### src/hdl/assert_macros.svh
// ----------------------------------------------------------------------------
// Assertion macros shared by the keypad scanner and code lock modules.
// ----------------------------------------------------------------------------
`ifndef ASSERT_MACROS_SVH
`define ASSERT_MACROS_SVH

// Same-cycle implication, disabled while reset is asserted.
`define ASSERT_IMP(lbl, clk, rst_n, ante, cons) \
	lbl: assert property (@(posedge clk) disable iff (!rst_n) (ante) |-> (cons)) \
		else $error("implication check failed");

// Next-cycle implication, disabled while reset is asserted.
`define ASSERT_NXT(lbl, clk, rst_n, ante, cons) \
	lbl: assert property (@(posedge clk) disable iff (!rst_n) (ante) |=> (cons)) \
		else $error("next-cycle check failed");

`endif

### src/hdl/kscl_pkg.sv
// ----------------------------------------------------------------------------
// kscl_pkg
// Types, constants and lookup tables of the keypad scanner and code lock.
// ----------------------------------------------------------------------------
`timescale 1ns / 1ps

package kscl_pkg;

	// Code lock geometry.
	localparam int CODE_LENGTH = 6;
	localparam int NUM_CODES   = 6;
	localparam int KEY_W       = 4;
	localparam int CODE_W      = 24;
	localparam int ENTRY_W     = KEY_W * CODE_LENGTH;
	localparam int CMP_W       = (ENTRY_W > CODE_W) ? ENTRY_W : CODE_W;
	localparam int CNT_W       = (CODE_LENGTH > 1) ? $clog2(CODE_LENGTH) : 1;
	localparam int CFG_IDX_W   = 3;

	// Scanner geometry.
	localparam int IDX_W   = 2;
	localparam int ROW_W   = 2;
	localparam int DRIVE_W = 4;
	localparam int CHAR_W  = 7;

	// No column driven.
	localparam logic [DRIVE_W-1:0] DRIVE_IDLE = 4'hF;

	// Request kinds carried in the input tuser bit.
	localparam logic REQ_TICK = 1'b0;
	localparam logic REQ_KEY  = 1'b1;

	typedef enum logic [1:0] {
		VERDICT_NONE = 2'd0,
		VERDICT_OK   = 2'd1,
		VERDICT_BAD  = 2'd2
	} verdict_t;

	// Reset values of the code registers.
	localparam logic [CODE_W-1:0] CODE_RESET [NUM_CODES] = '{
		24'h01237B, 24'h104101, 24'h37B012, 24'h37B37B, 24'h012456, 24'h000000
	};

	// Key press handed from the scanner side to the lock.
	typedef struct packed {
		logic             press;
		logic [KEY_W-1:0] key;
	} key_cmd_t;

	// Scanner state as seen by the datapath.
	typedef struct packed {
		logic [IDX_W-1:0]   idx;
		logic [DRIVE_W-1:0] drive_next;
	} scan_t;

	// Active-low column pattern for a scan index.
	function automatic logic [DRIVE_W-1:0] col_pattern(input logic [IDX_W-1:0] idx);
		logic [DRIVE_W-1:0] p;
		unique case (idx)
			2'd0:    p = 4'hD;
			2'd1:    p = 4'hB;
			2'd2:    p = 4'h7;
			default: p = 4'hE;
		endcase
		return p;
	endfunction

	// ASCII character of a key in the 4x4 layout.
	function automatic logic [CHAR_W-1:0] key_char(input logic [KEY_W-1:0] key);
		logic [CHAR_W-1:0] c;
		unique case (key)
			4'd0:    c = 7'h31;
			4'd1:    c = 7'h32;
			4'd2:    c = 7'h33;
			4'd3:    c = 7'h41;
			4'd4:    c = 7'h34;
			4'd5:    c = 7'h35;
			4'd6:    c = 7'h36;
			4'd7:    c = 7'h42;
			4'd8:    c = 7'h37;
			4'd9:    c = 7'h38;
			4'd10:   c = 7'h39;
			4'd11:   c = 7'h43;
			4'd12:   c = 7'h2A;
			4'd13:   c = 7'h30;
			4'd14:   c = 7'h23;
			default: c = 7'h44;
		endcase
		return c;
	endfunction

endpackage

### src/hdl/kscl_scan.sv
// ----------------------------------------------------------------------------
// kscl_scan
// Column scan sequencer: scan index and held column drive pattern.
// ----------------------------------------------------------------------------
`timescale 1ns / 1ps
`include "assert_macros.svh"

module kscl_scan (
	input  logic          clk,
	input  logic          arst_n,
	input  logic          tick,
	output kscl_pkg::scan_t scan
);

	logic [kscl_pkg::IDX_W-1:0]   idx_q;
	logic [kscl_pkg::DRIVE_W-1:0] drive_q;

	// A tick drives the pattern of the current index, then moves to the next column.
	always_ff @(posedge clk or negedge arst_n) begin
		if (!arst_n) begin
			idx_q   <= '0;
			drive_q <= kscl_pkg::DRIVE_IDLE;
		end else if (tick) begin
			idx_q   <= idx_q + kscl_pkg::IDX_W'(1);
			drive_q <= kscl_pkg::col_pattern(idx_q);
		end
	end

	// Drive value after the step being committed now.
	always_comb begin
		scan.idx        = idx_q;
		scan.drive_next = tick ? kscl_pkg::col_pattern(idx_q) : drive_q;
	end

	`ASSERT_NXT(a_tick_drive, clk, arst_n, tick, drive_q == kscl_pkg::col_pattern($past(idx_q)))
	`ASSERT_NXT(a_idle_hold, clk, arst_n, !tick, $stable(idx_q) && $stable(drive_q))

endmodule

### src/hdl/kscl_lock.sv
// ----------------------------------------------------------------------------
// kscl_lock
// Code lock: code registers, entry buffer, and the compare on the last key.
// ----------------------------------------------------------------------------
`timescale 1ns / 1ps
`include "assert_macros.svh"

module kscl_lock (
	input  logic                             clk,
	input  logic                             arst_n,
	input  logic                             cfg_we,
	input  logic [kscl_pkg::CFG_IDX_W-1:0]   cfg_index,
	input  logic [kscl_pkg::CODE_W-1:0]      cfg_wdata,
	input  kscl_pkg::key_cmd_t               cmd,
	output kscl_pkg::verdict_t               verdict
);

	logic [kscl_pkg::CODE_W-1:0]  code_q  [kscl_pkg::NUM_CODES];
	logic [kscl_pkg::KEY_W-1:0]   entry_q [kscl_pkg::CODE_LENGTH];
	logic [kscl_pkg::CNT_W-1:0]   cnt_q;
	logic                         last_key;
	logic [kscl_pkg::ENTRY_W-1:0] packed_entry;
	logic                         hit;

	// Code registers; writes beyond the list are dropped.
	always_ff @(posedge clk or negedge arst_n) begin
		if (!arst_n) begin
			for (int i = 0; i < kscl_pkg::NUM_CODES; i++) begin
				code_q[i] <= kscl_pkg::CODE_RESET[i];
			end
		end else if (cfg_we) begin
			for (int i = 0; i < kscl_pkg::NUM_CODES; i++) begin
				if (cfg_index == kscl_pkg::CFG_IDX_W'(i)) begin
					code_q[i] <= cfg_wdata;
				end
			end
		end
	end

	assign last_key = (cnt_q == kscl_pkg::CNT_W'(kscl_pkg::CODE_LENGTH - 1));

	// Entry count restarts after the last key of a code.
	always_ff @(posedge clk or negedge arst_n) begin
		if (!arst_n) begin
			cnt_q <= '0;
		end else if (cmd.press) begin
			cnt_q <= last_key ? '0 : cnt_q + kscl_pkg::CNT_W'(1);
		end
	end

	// Entry buffer holds keys only; it is always written before it is read.
	always_ff @(posedge clk) begin
		if (cmd.press) begin
			for (int i = 0; i < kscl_pkg::CODE_LENGTH; i++) begin
				if (cnt_q == kscl_pkg::CNT_W'(i)) begin
					entry_q[i] <= cmd.key;
				end
			end
		end
	end

	// Pack the entry with the first key on top; the final key comes straight in.
	always_comb begin
		packed_entry = '0;
		for (int i = 0; i < kscl_pkg::CODE_LENGTH; i++) begin
			packed_entry[kscl_pkg::ENTRY_W-1-kscl_pkg::KEY_W*i -: kscl_pkg::KEY_W] =
				(i == kscl_pkg::CODE_LENGTH - 1) ? cmd.key : entry_q[i];
		end
	end

	// Compare against every code in parallel.
	always_comb begin
		hit = 1'b0;
		for (int i = 0; i < kscl_pkg::NUM_CODES; i++) begin
			if (kscl_pkg::CMP_W'(packed_entry) == kscl_pkg::CMP_W'(code_q[i])) begin
				hit = 1'b1;
			end
		end
	end

	always_comb begin
		if (cmd.press && last_key) begin
			verdict = hit ? kscl_pkg::VERDICT_OK : kscl_pkg::VERDICT_BAD;
		end else begin
			verdict = kscl_pkg::VERDICT_NONE;
		end
	end

	`ASSERT_NXT(a_cnt_wrap, clk, arst_n, cmd.press && last_key, cnt_q == '0)

endmodule

### src/hdl/keypad_scan_code_lock.sv
// ----------------------------------------------------------------------------
// keypad_scan_code_lock
// 4x4 matrix keypad scanner with a six-key code lock.
// ----------------------------------------------------------------------------
// The input stream carries one request per item: s_tuser is the request kind
// (0 scan tick, 1 key row event) and s_tdata[1:0] is the row of a key event.
// Every request gives exactly one result on the output stream: the column
// drive now applied, and for a key event the key index, its character and,
// on the last key of a code, the verdict. m_tuser flags a decoded key.
// A request passes an input register and a result register: it moves into
// the result register once that is empty or its result is being taken.
// One request is taken every cycle while the receiver keeps up; the scanner
// and lock state are updated in the single cycle in which a request moves
// into the result register. When the receiver stalls, the result holds and
// the input register fills, after which s_tready drops until the result is
// taken. Reset clears both stream registers, sets the scan index to zero,
// drives no column, clears the key count and loads the default codes. Code
// registers are written through cfg_we, cfg_index and cfg_wdata; the user
// must write them only while idle, which the block itself does not enforce.
// ----------------------------------------------------------------------------
`timescale 1ns / 1ps
`include "assert_macros.svh"

module keypad_scan_code_lock (
	input  logic        clk,
	input  logic        arst_n,
	// Request stream.
	input  logic        s_tvalid,
	output logic        s_tready,
	input  logic [7:0]  s_tdata,    // [1:0] row, [7:2] zero
	input  logic        s_tuser,    // [0] req_type
	// Result stream.
	output logic        m_tvalid,
	input  logic        m_tready,
	output logic [23:0] m_tdata,    // [3:0] column_drive, [7:4] key_index,
	                                // [14:8] key_char, [16:15] verdict, [23:17] zero
	output logic        m_tuser,    // [0] key_valid
	// Configuration write port.
	input  logic        cfg_we,
	input  logic [2:0]  cfg_index,
	input  logic [23:0] cfg_wdata
);

	logic                          valid_s1;
	logic                          req_s1;
	logic [kscl_pkg::ROW_W-1:0]    row_s1;
	logic                          valid_s2;
	logic [kscl_pkg::DRIVE_W-1:0]  drive_s2;
	logic                          key_valid_s2;
	logic [kscl_pkg::KEY_W-1:0]    key_s2;
	logic [kscl_pkg::CHAR_W-1:0]   char_s2;
	kscl_pkg::verdict_t            verdict_s2;

	logic                          adv_s2;
	logic                          move_s1;
	logic                          s_acc;
	logic [kscl_pkg::KEY_W-1:0]    key;
	kscl_pkg::key_cmd_t            cmd;
	kscl_pkg::scan_t               scan;
	kscl_pkg::verdict_t            verdict;

	// Pipeline flow control.
	assign adv_s2   = !valid_s2 || m_tready;
	assign move_s1  = valid_s1 && adv_s2;
	assign s_tready = !valid_s1 || adv_s2;
	assign s_acc    = s_tvalid && s_tready;

	// Input register.
	always_ff @(posedge clk or negedge arst_n) begin
		if (!arst_n) begin
			valid_s1 <= 1'b0;
		end else if (s_tready) begin
			valid_s1 <= s_tvalid;
		end
	end

	always_ff @(posedge clk) begin
		if (s_acc) begin
			req_s1 <= s_tuser;
			row_s1 <= s_tdata[kscl_pkg::ROW_W-1:0];
		end
	end

	// Key decode from the row and the current scan column.
	assign key = {row_s1, scan.idx};

	always_comb begin
		cmd.press = move_s1 && (req_s1 == kscl_pkg::REQ_KEY);
		cmd.key   = key;
	end

	kscl_scan u_scan (
		.clk    (clk),
		.arst_n (arst_n),
		.tick   (move_s1 && (req_s1 == kscl_pkg::REQ_TICK)),
		.scan   (scan)
	);

	kscl_lock u_lock (
		.clk       (clk),
		.arst_n    (arst_n),
		.cfg_we    (cfg_we),
		.cfg_index (cfg_index),
		.cfg_wdata (cfg_wdata),
		.cmd       (cmd),
		.verdict   (verdict)
	);

	// Result register.
	always_ff @(posedge clk or negedge arst_n) begin
		if (!arst_n) begin
			valid_s2 <= 1'b0;
		end else if (adv_s2) begin
			valid_s2 <= valid_s1;
		end
	end

	always_ff @(posedge clk) begin
		if (move_s1) begin
			drive_s2 <= scan.drive_next;
			if (req_s1 == kscl_pkg::REQ_KEY) begin
				key_valid_s2 <= 1'b1;
				key_s2       <= key;
				char_s2      <= kscl_pkg::key_char(key);
				verdict_s2   <= verdict;
			end else begin
				key_valid_s2 <= 1'b0;
				key_s2       <= '0;
				char_s2      <= '0;
				verdict_s2   <= kscl_pkg::VERDICT_NONE;
			end
		end
	end

	assign m_tvalid = valid_s2;
	assign m_tuser  = key_valid_s2;
	assign m_tdata  = {7'd0, verdict_s2, char_s2, key_s2, drive_s2};

	`ASSERT_IMP(a_tick_fields, clk, arst_n, valid_s2 && !key_valid_s2,
		key_s2 == '0 && char_s2 == '0 && verdict_s2 == kscl_pkg::VERDICT_NONE)
	`ASSERT_IMP(a_stall_only, clk, arst_n, !s_tready, valid_s1 && valid_s2 && !m_tready)
	`ASSERT_NXT(a_s1_hold, clk, arst_n, valid_s1 && !adv_s2, valid_s1 && $stable(req_s1))

endmodule

### config.mk
export PLATFORM = sky130hd
export DESIGN_NAME = keypad_scan_code_lock
export DESIGN_NICKNAME = d
export VERILOG_FILES = /design/src/hdl/kscl_pkg.sv /design/src/hdl/kscl_scan.sv /design/src/hdl/kscl_lock.sv /design/src/hdl/keypad_scan_code_lock.sv
export VERILOG_INCLUDE_DIRS = /design/src /design/src/hdl
export SDC_FILE = /design/constraint.sdc
export NUM_CORES = 1
export LEC_CHECK = 0
export BUFFER_PORTS_ARGS = -buffer_cell sky130_fd_sc_hd__buf_2
export CAP_MARGIN = 20
export CORE_UTILIZATION = 60
export CTS_BUF_LIST = sky130_fd_sc_hd__clkbuf_8
export DETAILED_ROUTE_END_ITERATION = 10
export PLACE_DENSITY = 0.79
export SYNTH_ARGS = -nofsm -noshare
export SYNTH_HDL_FRONTEND = slang
export SYNTH_SLANG_ARGS = --single-unit
### constraint.sdc
create_clock -name clk -period 3.1 [get_ports clk]
set_input_delay 0.31 -clock clk [delete_from_list [all_inputs] [get_ports clk]]
set_output_delay 0.31 -clock clk [all_outputs]
set_load 0.02 [all_outputs]
==> impl_results.rst, run 1 <==
.. list-table::
   :header-rows: 1

   * - Metric
     - Value
   * - Result of the run
     - finished, final reports clean
   * - Worst VDD drop
     - ~0.57 mV
   * - Cell with the most instances after synthesis
     - sky130_fd_sc_hd__xor2_1
   * - Skew final
     - 0.0150 ns
   * - Dominant cell type by area after synthesis
     - sky130_fd_sc_hd__dfrtp_1
   * - Pwr per Cell Area
     - between 600 and 700 nW/um^2
   * - Largest driver fanout on the critical path
     - 6
   * - Number of input and output port buffers inserted
     - 54
   * - All-Layer GR Usage
     - 27.5%
   * - Total number of vias
     - 5393
   * - Antenna violations before repair
     - 0
   * - Aggregate negative setup slack
     - 0 ns
   * - Leakage
     - 0.00426 uW
   * - Final wirelength
     - 20800 um
   * - Area enclosed by the die boundary
     - approximately 16000 um^2
   * - Number of search-and-repair iterations in the first detailed-routing pass
     - 5
   * - Synthesis-to-finish area growth
     - 7.73%
   * - I/O pins
     - slightly below 70
   * - Launching element type of the critical path
     - flop
   * - Pin count of the biggest net entering global routing
     - 74
   * - Most used DFF post-synth
     - sky130_fd_sc_hd__dfrtp_1
   * - DRC errors left
     - 0
   * - Cells taking the most area after synthesis
     - sky130_fd_sc_hd__dfrtp_1, sky130_fd_sc_hd__dfstp_2, sky130_fd_sc_hd__mux2_2
   * - Switching part of the total power
     - between 30% and 40%
   * - Vias per Instance
     - 5.74
   * - Starting density of the core
     - about three fifths
   * - Level count of the clock H-tree
     - 4
   * - Unrepaired setup endpoints after global routing
     - no
   * - Proportion of synthesized chip area in sequential cells
     - roughly 55%
   * - Number of setup buffers added after CTS
     - 0
   * - Proportion of netlist area held by the largest area contributor
     - between 20% and 30%
   * - Minimum clock period
     - 2.37 ns
   * - HP Class
     - input pin to flop
   * - Worst hold margin
     - 0.0301 ns
   * - DR WL/cell
     - 22.1 um
   * - Portion of total power attributed to combinational logic
     - 21.5%
   * - Worst slew margin
     - a little under two fifths
   * - Fraction of layout cells with a size suffix above 1
     - 37.9%
   * - P_int
     - 4910 uW
   * - Residual overflow from global routing
     - 0
   * - Max clock buf depth
     - 2
   * - Setup violations, final
     - 0
   * - Post-synthesis area per instance
     - roughly 14 um^2
   * - Insertion delay of the later-clocked pin in the worst-skew pair
     - between 0.4 and 0.5 ns
   * - Final worst path period share
     - 76.4%
   * - CTS tree
     - done
   * - Mapped Cells
     - 669
   * - First-pass GRT wire length
     - 32500 um
   * - Max-cap check violation count
     - 0
   * - Clock Tree Root
     - sky130_fd_sc_hd__clkbuf_8
   * - Data required time at the worst endpoint
     - ~3.3 ns
   * - Area of the mapped netlist
     - 9400 um^2
   * - Psw
     - 2160 uW
   * - Final antenna-violating net count
     - 0
   * - Actual slew at the worst max-slew pin
     - ~0.94 ns
   * - Number of nets in the layout
     - approximately 770
   * - Inserted Clock Buffers
     - 17
   * - Final GP Congestion
     - 0.868
   * - Die width
     - 127 um
   * - Synth async-reset ratio
     - about four fifths
   * - Fmax
     - 422 MHz
   * - Sequential Power Share
     - between 50% and 60%
   * - Clk pwr share
     - 24.6%
   * - Violation count after the first detailed-routing iteration
     - between 300 and 400
   * - Clock transition at the register clock pins on the worst setup and hold paths after CTS
     - around 0.1 ns
   * - Hold Vio Cnt, Final
     - 0
   * - Count of distinct cell types in the synthesized netlist
     - 43
   * - Number of register bits inferred by synthesis
     - 196
   * - Warnings, synthesis
     - 0
   * - Die span in y
     - around 130 um
   * - Clock sink count
     - ~200
   * - Worst Setup End Kind
     - flop
   * - Endpoint arrival time on the critical path
     - 2.60 ns
   * - Std-Cell Core Area
     - roughly 15000 um^2
   * - Crit path kind
     - flop to flop
   * - Cell types with the highest counts after synthesis
     - sky130_fd_sc_hd__xor2_1, sky130_fd_sc_hd__mux2_2, sky130_fd_sc_hd__dfrtp_1
   * - Detailed placer's ending HPWL
     - about 14000 um
   * - Number of max-slew violations in the final report
     - 0
   * - Number of global-route vias before repair
     - between 5000 and 6000
   * - Count of antenna diodes in the layout
     - 0
   * - Row count
     - 45
   * - Number of synthesized flops with an enable pin
     - 41
-- power by group through the flow --
stage	Clock (uW)	Combinational (uW)	Sequential, uW
finish	1740	1520	3810
global route	1870	1650	3870
CTS	1760	1520	3800
detailed placement	0	1510	3850
global placement	0	1450	3800
floorplan	0	1170	3680
-- area by class of cell --
| type | instances | area, um^2 |
|---|---|---|
| flip-flops and latches | 196 | 5170 |
| multi-input cells | 425 | 3830 |
| inverters | 3 | 11.3 |
| well taps | 211 | 264 |
| fillers | 1120 | 5130 |
| clock buffers | 19 | 262 |
| repair buffers | 73 | 429 |
| clock inverters | 13 | 156 |
-- sequential cells by signal, summed over array words and instances, names as in the netlist, 2 cells and up --
signal	cells
u_scan.drive_q	4
key_s2	4
u_scan.idx_q	2
drive_s2	4
u_lock.entry_q	20
char_s2	7
row_s1	2
u_lock.code_q	144
u_lock.cnt_q	3
verdict_s2	2
-- critical path: stages (launching register included) --
cell and delay [ns]:
sky130_fd_sc_hd__edfxtp_1 0.63, sky130_fd_sc_hd__xor2_1 0.25, sky130_fd_sc_hd__nor4_1 0.63, sky130_fd_sc_hd__nand4_1 0.28, sky130_fd_sc_hd__o22ai_2 0.25, sky130_fd_sc_hd__nor4_1 0.08
-- timing repair --
item                      CTS  global route
hold buffers                3             1
hold endpoints to repair   54             1
resized for setup           0             0
-- per-stage QoR --
step / utilization (%) / cells / cell area [um^2] / setup WS (ns) / power [uW]
global placement: 63.4 / 904 / 9670 / 0.863 / 5250
detailed placement: 63.4 / 904 / 9670 / 0.808 / 5350
CTS: 66.3 / 939 / 10100 / 0.796 / 7080
floorplan: - / 675 / 9420 / 1.29 / 4860
finish: 66.4 / 940 / 10100 / 0.731 / 7060
global route: 66.4 / 940 / 10100 / 0.640 / 7390
-- path summary, 6_finish.rpt --
check | start | end | slack (ns) | depth (start not counted)
min in group asynchronous | arst_n | u_lock.code_q[4] | 0.42 | 2
worst max register to register | u_lock.entry_q[1][3] | verdict_s2[1] | 0.73 | 5
worst max-delay path | u_lock.entry_q[1][3] | verdict_s2[1] | 0.73 | 5
max in group asynchronous | arst_n | u_lock.code_q[110] | 1.74 | 3
worst min register to register | u_lock.code_q[130] | u_lock.code_q[130] | 0.51 | 1
worst min-delay path | s_tvalid | valid_s1 | 0.03 | 2
-- layout by cell type, fill, tap and decap left out, drive strengths merged, types with 2 or more instances in the layout --
master,instances
nand2,17
conb,7
nand2b,4
xor2,144
buf,69
mux2,146
bufinv,3
edfxtp,41
and3,2
a21oi,2
clkbuf,19
nor2b,6
nor4,39
clkinv,6
nor2,4
nand4,6
dlygate4sd3,4
o21ai,6
mux2i,2
ha,9
xnor2,4
dfrtp,104
o22ai,3
and2,11
nand3,3
dfstp,51
inv,6
-- metal layers --
layer	up-vias	share of wire, %	global-route usage [%]
met4	0	2.5	10.6
met5	-	0	0
met2	156	49	45.1
li1	2393	-	-
met3	35	5.0	5.11
met1	2809	44	36.8
-- logic make-up after synthesis --
group,count (synthesis),share of synthesized area (%)
other cells,1,0.0399
simple gates,98,6.76
flops,196,55.0
fa+ha+maj,9,1.20
xor+xnor,148,13.8
buf+inv,54,4.45
compound gates,15,1.04
mux,148,17.7
Power figures use the tool's default switching activity.
==> run 2, diff against run 1 <==
Settings changed: ABC_AREA set to 1.
Clock period 3.1 ns to 2.3 ns, I/O delays scaled along.
==> run 2 against run 1 <==
Clock power increased by 28%. Register-to-register slack worse by 0.34 ns. First-iteration DRC count increased by 41%. Worst setup slack worse by 0.34 ns. Die area is 3.7% higher. Maximum frequency rose by 24%. Worst hold slack improved by 0.033 ns. Global-route usage shrank 0.85 points. Count of clock-buffer cells in the layout fell by 2. Non-clock buffer count grew 6. Area after synthesis rose by 3.8%.
==> impl_results.rst, run 2 <==
.. list-table::
   :header-rows: 1

   * - Metric
     - Value
   * - FILL cells
     - 1355 (+21%)
   * - Vias per Instance
     - 4.99 (-13%)
   * - Data required time at the worst endpoint
     - 2.54 ns (-0.79 ns)
   * - Worst Setup End Kind
     - flop
   * - Number of nets in the layout
     - 1271 (+66%)
   * - Dominant cell type by area after synthesis
     - sky130_fd_sc_hd__dfrtp_1
   * - Cell types with the highest counts after synthesis
     - sky130_fd_sc_hd__nand2_1, sky130_fd_sc_hd__inv_1, sky130_fd_sc_hd__nor2_1
   * - Pin count of the biggest net entering global routing
     - 55 (-26%)
   * - DRC errors left
     - 0 (unchanged)
   * - Largest registers ranked by flip-flop count
     - u_lock.code_q: 144 flops, u_lock.entry_q: 20 flops, char_s2: 7 flops
   * - Post-cts repair resize count
     - 0 (unchanged)
   * - Clock transition at the register clock pins on the worst setup and hold paths after CTS
     - 0.10 ns (about the same)
   * - Commonest cells after routing, fill and taps aside
     - sky130_fd_sc_hd__nand2_1, sky130_fd_sc_hd__inv_1, sky130_fd_sc_hd__nor2_1
   * - Setup violations, final
     - 0 (unchanged)
   * - Ordered cell list for the critical path
     - inv_6, nand2_1, nand2_1, nor2_1, nand2_1, nor2_1, nand3_1, nand2_1, nor2_1, nand2_1, nor2_1
   * - Fraction of layout cells with a size suffix above 1
     - 15.0% (-23 points)
   * - Final GP Congestion
     - 0.858 (-1.2%)
   * - Proportion of netlist area held by the largest area contributor
     - 26.7% (-1.0 points)
   * - Number of synthesized flops with an enable pin
     - 41 (unchanged)
   * - Most used DFF post-synth
     - sky130_fd_sc_hd__dfrtp_1
   * - Warnings, synthesis
     - 0 (unchanged)
   * - Result of the run
     - finished, final reports clean
   * - Number of max-slew violations in the final report
     - 0 (unchanged)
   * - Actual slew at the worst max-slew pin
     - 0.660 ns (-0.278 ns)
   * - Antenna violations before repair
     - 0 (unchanged)
   * - Proportion of synthesized chip area in sequential cells
     - 53.0% (-2.0 points)
   * - Final antenna-violating net count
     - 0 (unchanged)
   * - Critical path's largest stage delay
     - 0.78 ns (+0.15 ns)
   * - Post-synthesis area per instance
     - 8.27 um^2 (-41%)
   * - Mapped Cells
     - 1179 (+76%)
   * - Largest Register
     - u_lock.code_q
   * - Cells taking the most area after synthesis
     - sky130_fd_sc_hd__dfrtp_1, sky130_fd_sc_hd__nand2_1, sky130_fd_sc_hd__dfstp_2
   * - Count of antenna diodes in the layout
     - 0 (unchanged)
   * - Top cell family by delay on the critical path
     - flip-flops
   * - Minimum clock period
     - 1.91 ns (-0.461 ns)
   * - Number of buffers and inverters on the critical path
     - 1 (+1)
   * - Insertion delay of the later-clocked pin in the worst-skew pair
     - 0.47 ns (about the same)
   * - Crit path kind
     - flop to flop
   * - Std-Cell Core Area
     - 15900 um^2 (+4.1%)
   * - Number of search-and-repair iterations in the first detailed-routing pass
     - 5 (unchanged)
   * - Clock Tree Root
     - sky130_fd_sc_hd__clkbuf_8
   * - Hold Vio Cnt, Final
     - 0 (unchanged)
   * - Detailed placer's ending HPWL
     - 13700 um (-2.7%)
   * - Synth async-reset ratio
     - 79.1% (unchanged)
   * - Cell with the most instances after synthesis
     - sky130_fd_sc_hd__nand2_1
   * - Max-cap check violation count
     - 0 (unchanged)
   * - Inserted Clock Buffers
     - 17 (unchanged)
   * - Largest register FFs
     - 144 (unchanged)
   * - Fmax
     - 524 MHz (+24%)
   * - Violation count after the first detailed-routing iteration
     - 556 (+41%)
   * - Number of input and output port buffers inserted
     - 54 (unchanged)
   * - Aggregate negative setup slack
     - 0 ns (unchanged)
   * - Count of distinct cell types in the synthesized netlist
     - 30 (-30%)
   * - Launching element type of the critical path
     - flop
   * - Total number of vias
     - 7240 (+34%)
   * - Unrepaired setup endpoints after global routing
     - no
   * - Row count
     - 46 (+2.2%)
   * - First-pass GRT wire length
     - 34000 um (+4.6%)
   * - Residual overflow from global routing
     - 0 (unchanged)
   * - Level count of the clock H-tree
     - 4 (unchanged)
   * - CTS tree
     - done
   * - Cell type of the slowest stage on the worst timing path
     - sky130_fd_sc_hd__dfrtp_1
   * - Worst VDD drop
     - 0.752 mV (+33%)
   * - Die span in y
     - 130 um (+1.8%)
   * - Final worst path period share
     - 83.0% (+6.5 points)
   * - Most frequent CP cell
     - sky130_fd_sc_hd__nand2_1
   * - Area enclosed by the die boundary
     - 16800 um^2 (+3.7%)
   * - Max clock buf depth
     - 2 (unchanged)
   * - Leakage
     - 0.00529 uW (+24%)
   * - Skew final
     - 0.0137 ns (-0.00128 ns)
   * - Area of the mapped netlist
     - 9750 um^2 (+3.8%)
   * - Largest driver fanout on the critical path
     - 13 (+7)
   * - Number of register bits inferred by synthesis
     - 196 (unchanged)
   * - Worst hold margin
     - 0.0628 ns (+0.0327 ns)
   * - Pwr per Cell Area
     - 882 nW/um^2 (+26%)
   * - Number of global-route vias before repair
     - 7040 (+23%)
   * - Clock sink count
     - 196 (unchanged)
   * - Most common cell after layout, fill and taps aside
     - sky130_fd_sc_hd__nand2_1
   * - HP Class
     - input pin to flop
   * - Die width
     - 130 um (+1.8%)
   * - I/O pins
     - 68 (unchanged)
   * - DR WL/cell
     - 14.0 um (-37%)
   * - Synthesis-to-finish area growth
     - 8.30%
   * - Endpoint arrival time on the critical path
     - 2.15 ns (-0.45 ns)
   * - Worst slew margin
     - 56.0% (+19 points)
   * - All-Layer GR Usage
     - 26.7% (-0.85 points)
   * - Final wirelength
     - 20300 um (-2.2%)
   * - Starting density of the core
     - 61.4% (-0.21 points)
[run 2: repair_timing]
item                      4_1_cts  5_1_grt
buffers inserted                0        0
hold buffers                    6        0
hold endpoints to repair       39        0
[run 2: kinds of logic after synthesis]
kind of cell | after synthesis | share of synthesized area (%)
buf+inv | 197 | 9.48
fa+ha+maj | 9 | 1.15
simple gates | 537 | 21.0
flops | 196 | 53.0
xor+xnor | 76 | 6.82
other cells | 1 | 0.0384
compound gates | 163 | 8.48
[run 2: metal layers]
layer	global-route usage [%]	up-vias	share of wire (%)
met1	35.0	3386	46
met5	0	-	0
li1	-	3678	-
met2	44.5	151	48
met3	5.86	25	4.4
met4	8.21	0	1.7
[run 2: through the flow]
step	std cells	util, %	total power [uW]	worst slack (ns)	area (um^2)
2_1_floorplan	1185	-	6520	0.550	9780
3_3_place_gp	1412	63.7	7020	0.445	10100
3_5_place_dp	1412	63.7	7130	0.440	10100
4_1_cts	1450	66.5	9360	0.428	10600
5_1_grt	1450	66.5	9930	0.252	10600
6_report	1450	66.5	9320	0.392	10600
[run 2: worst register-to-register path: cells and delay by family, from the launching register on]
| kind | cells | cell delay, ns |
|---|---|---|
| buffers and inverters | 1 | 0.13 |
| and+or+nand+nor | 10 | 0.77 |
| DFF | 1 | 0.78 |
[run 2: area by class of cell]
| class | instances | area (um^2) | share of cell area (%) |
|---|---|---|---|
| Clock buffer | 17 | 234 | 2.21 |
| Clock inverter | 15 | 154 | 1.46 |
| Inverter | 135 | 514 | 4.87 |
| Multi-Input combinational cell | 792 | 3690 | 34.9 |
| Sequential cell | 196 | 5170 | 49.0 |
| Tap cell | 216 | 270 | 2.56 |
| Timing Repair Buffer | 79 | 529 | 5.01 |
[run 2: path summary, 6_finish.rpt]
path,startpoint,end,slack [ns],cells after the start
setup reg to reg,u_scan.idx_q[0],verdict_s2[1],0.39,11
max in group asynchronous,arst_n,u_lock.code_q[60],1.25,3
setup / recovery,u_scan.idx_q[0],verdict_s2[1],0.39,11
hold reg to reg,u_lock.code_q[92],u_lock.code_q[92],0.48,2
hold / removal,cfg_wdata[15],u_lock.code_q[87],0.06,3
min in group asynchronous,arst_n,u_lock.code_q[103],0.26,2
[run 2: report_power, final]
group	internal (uW)	switching, uW	total [uW]	leakage, uW
clock network	974	1250	2220	0.000195
logic	841	1280	2120	0.00287
registers	4400	581	4980	0.00222
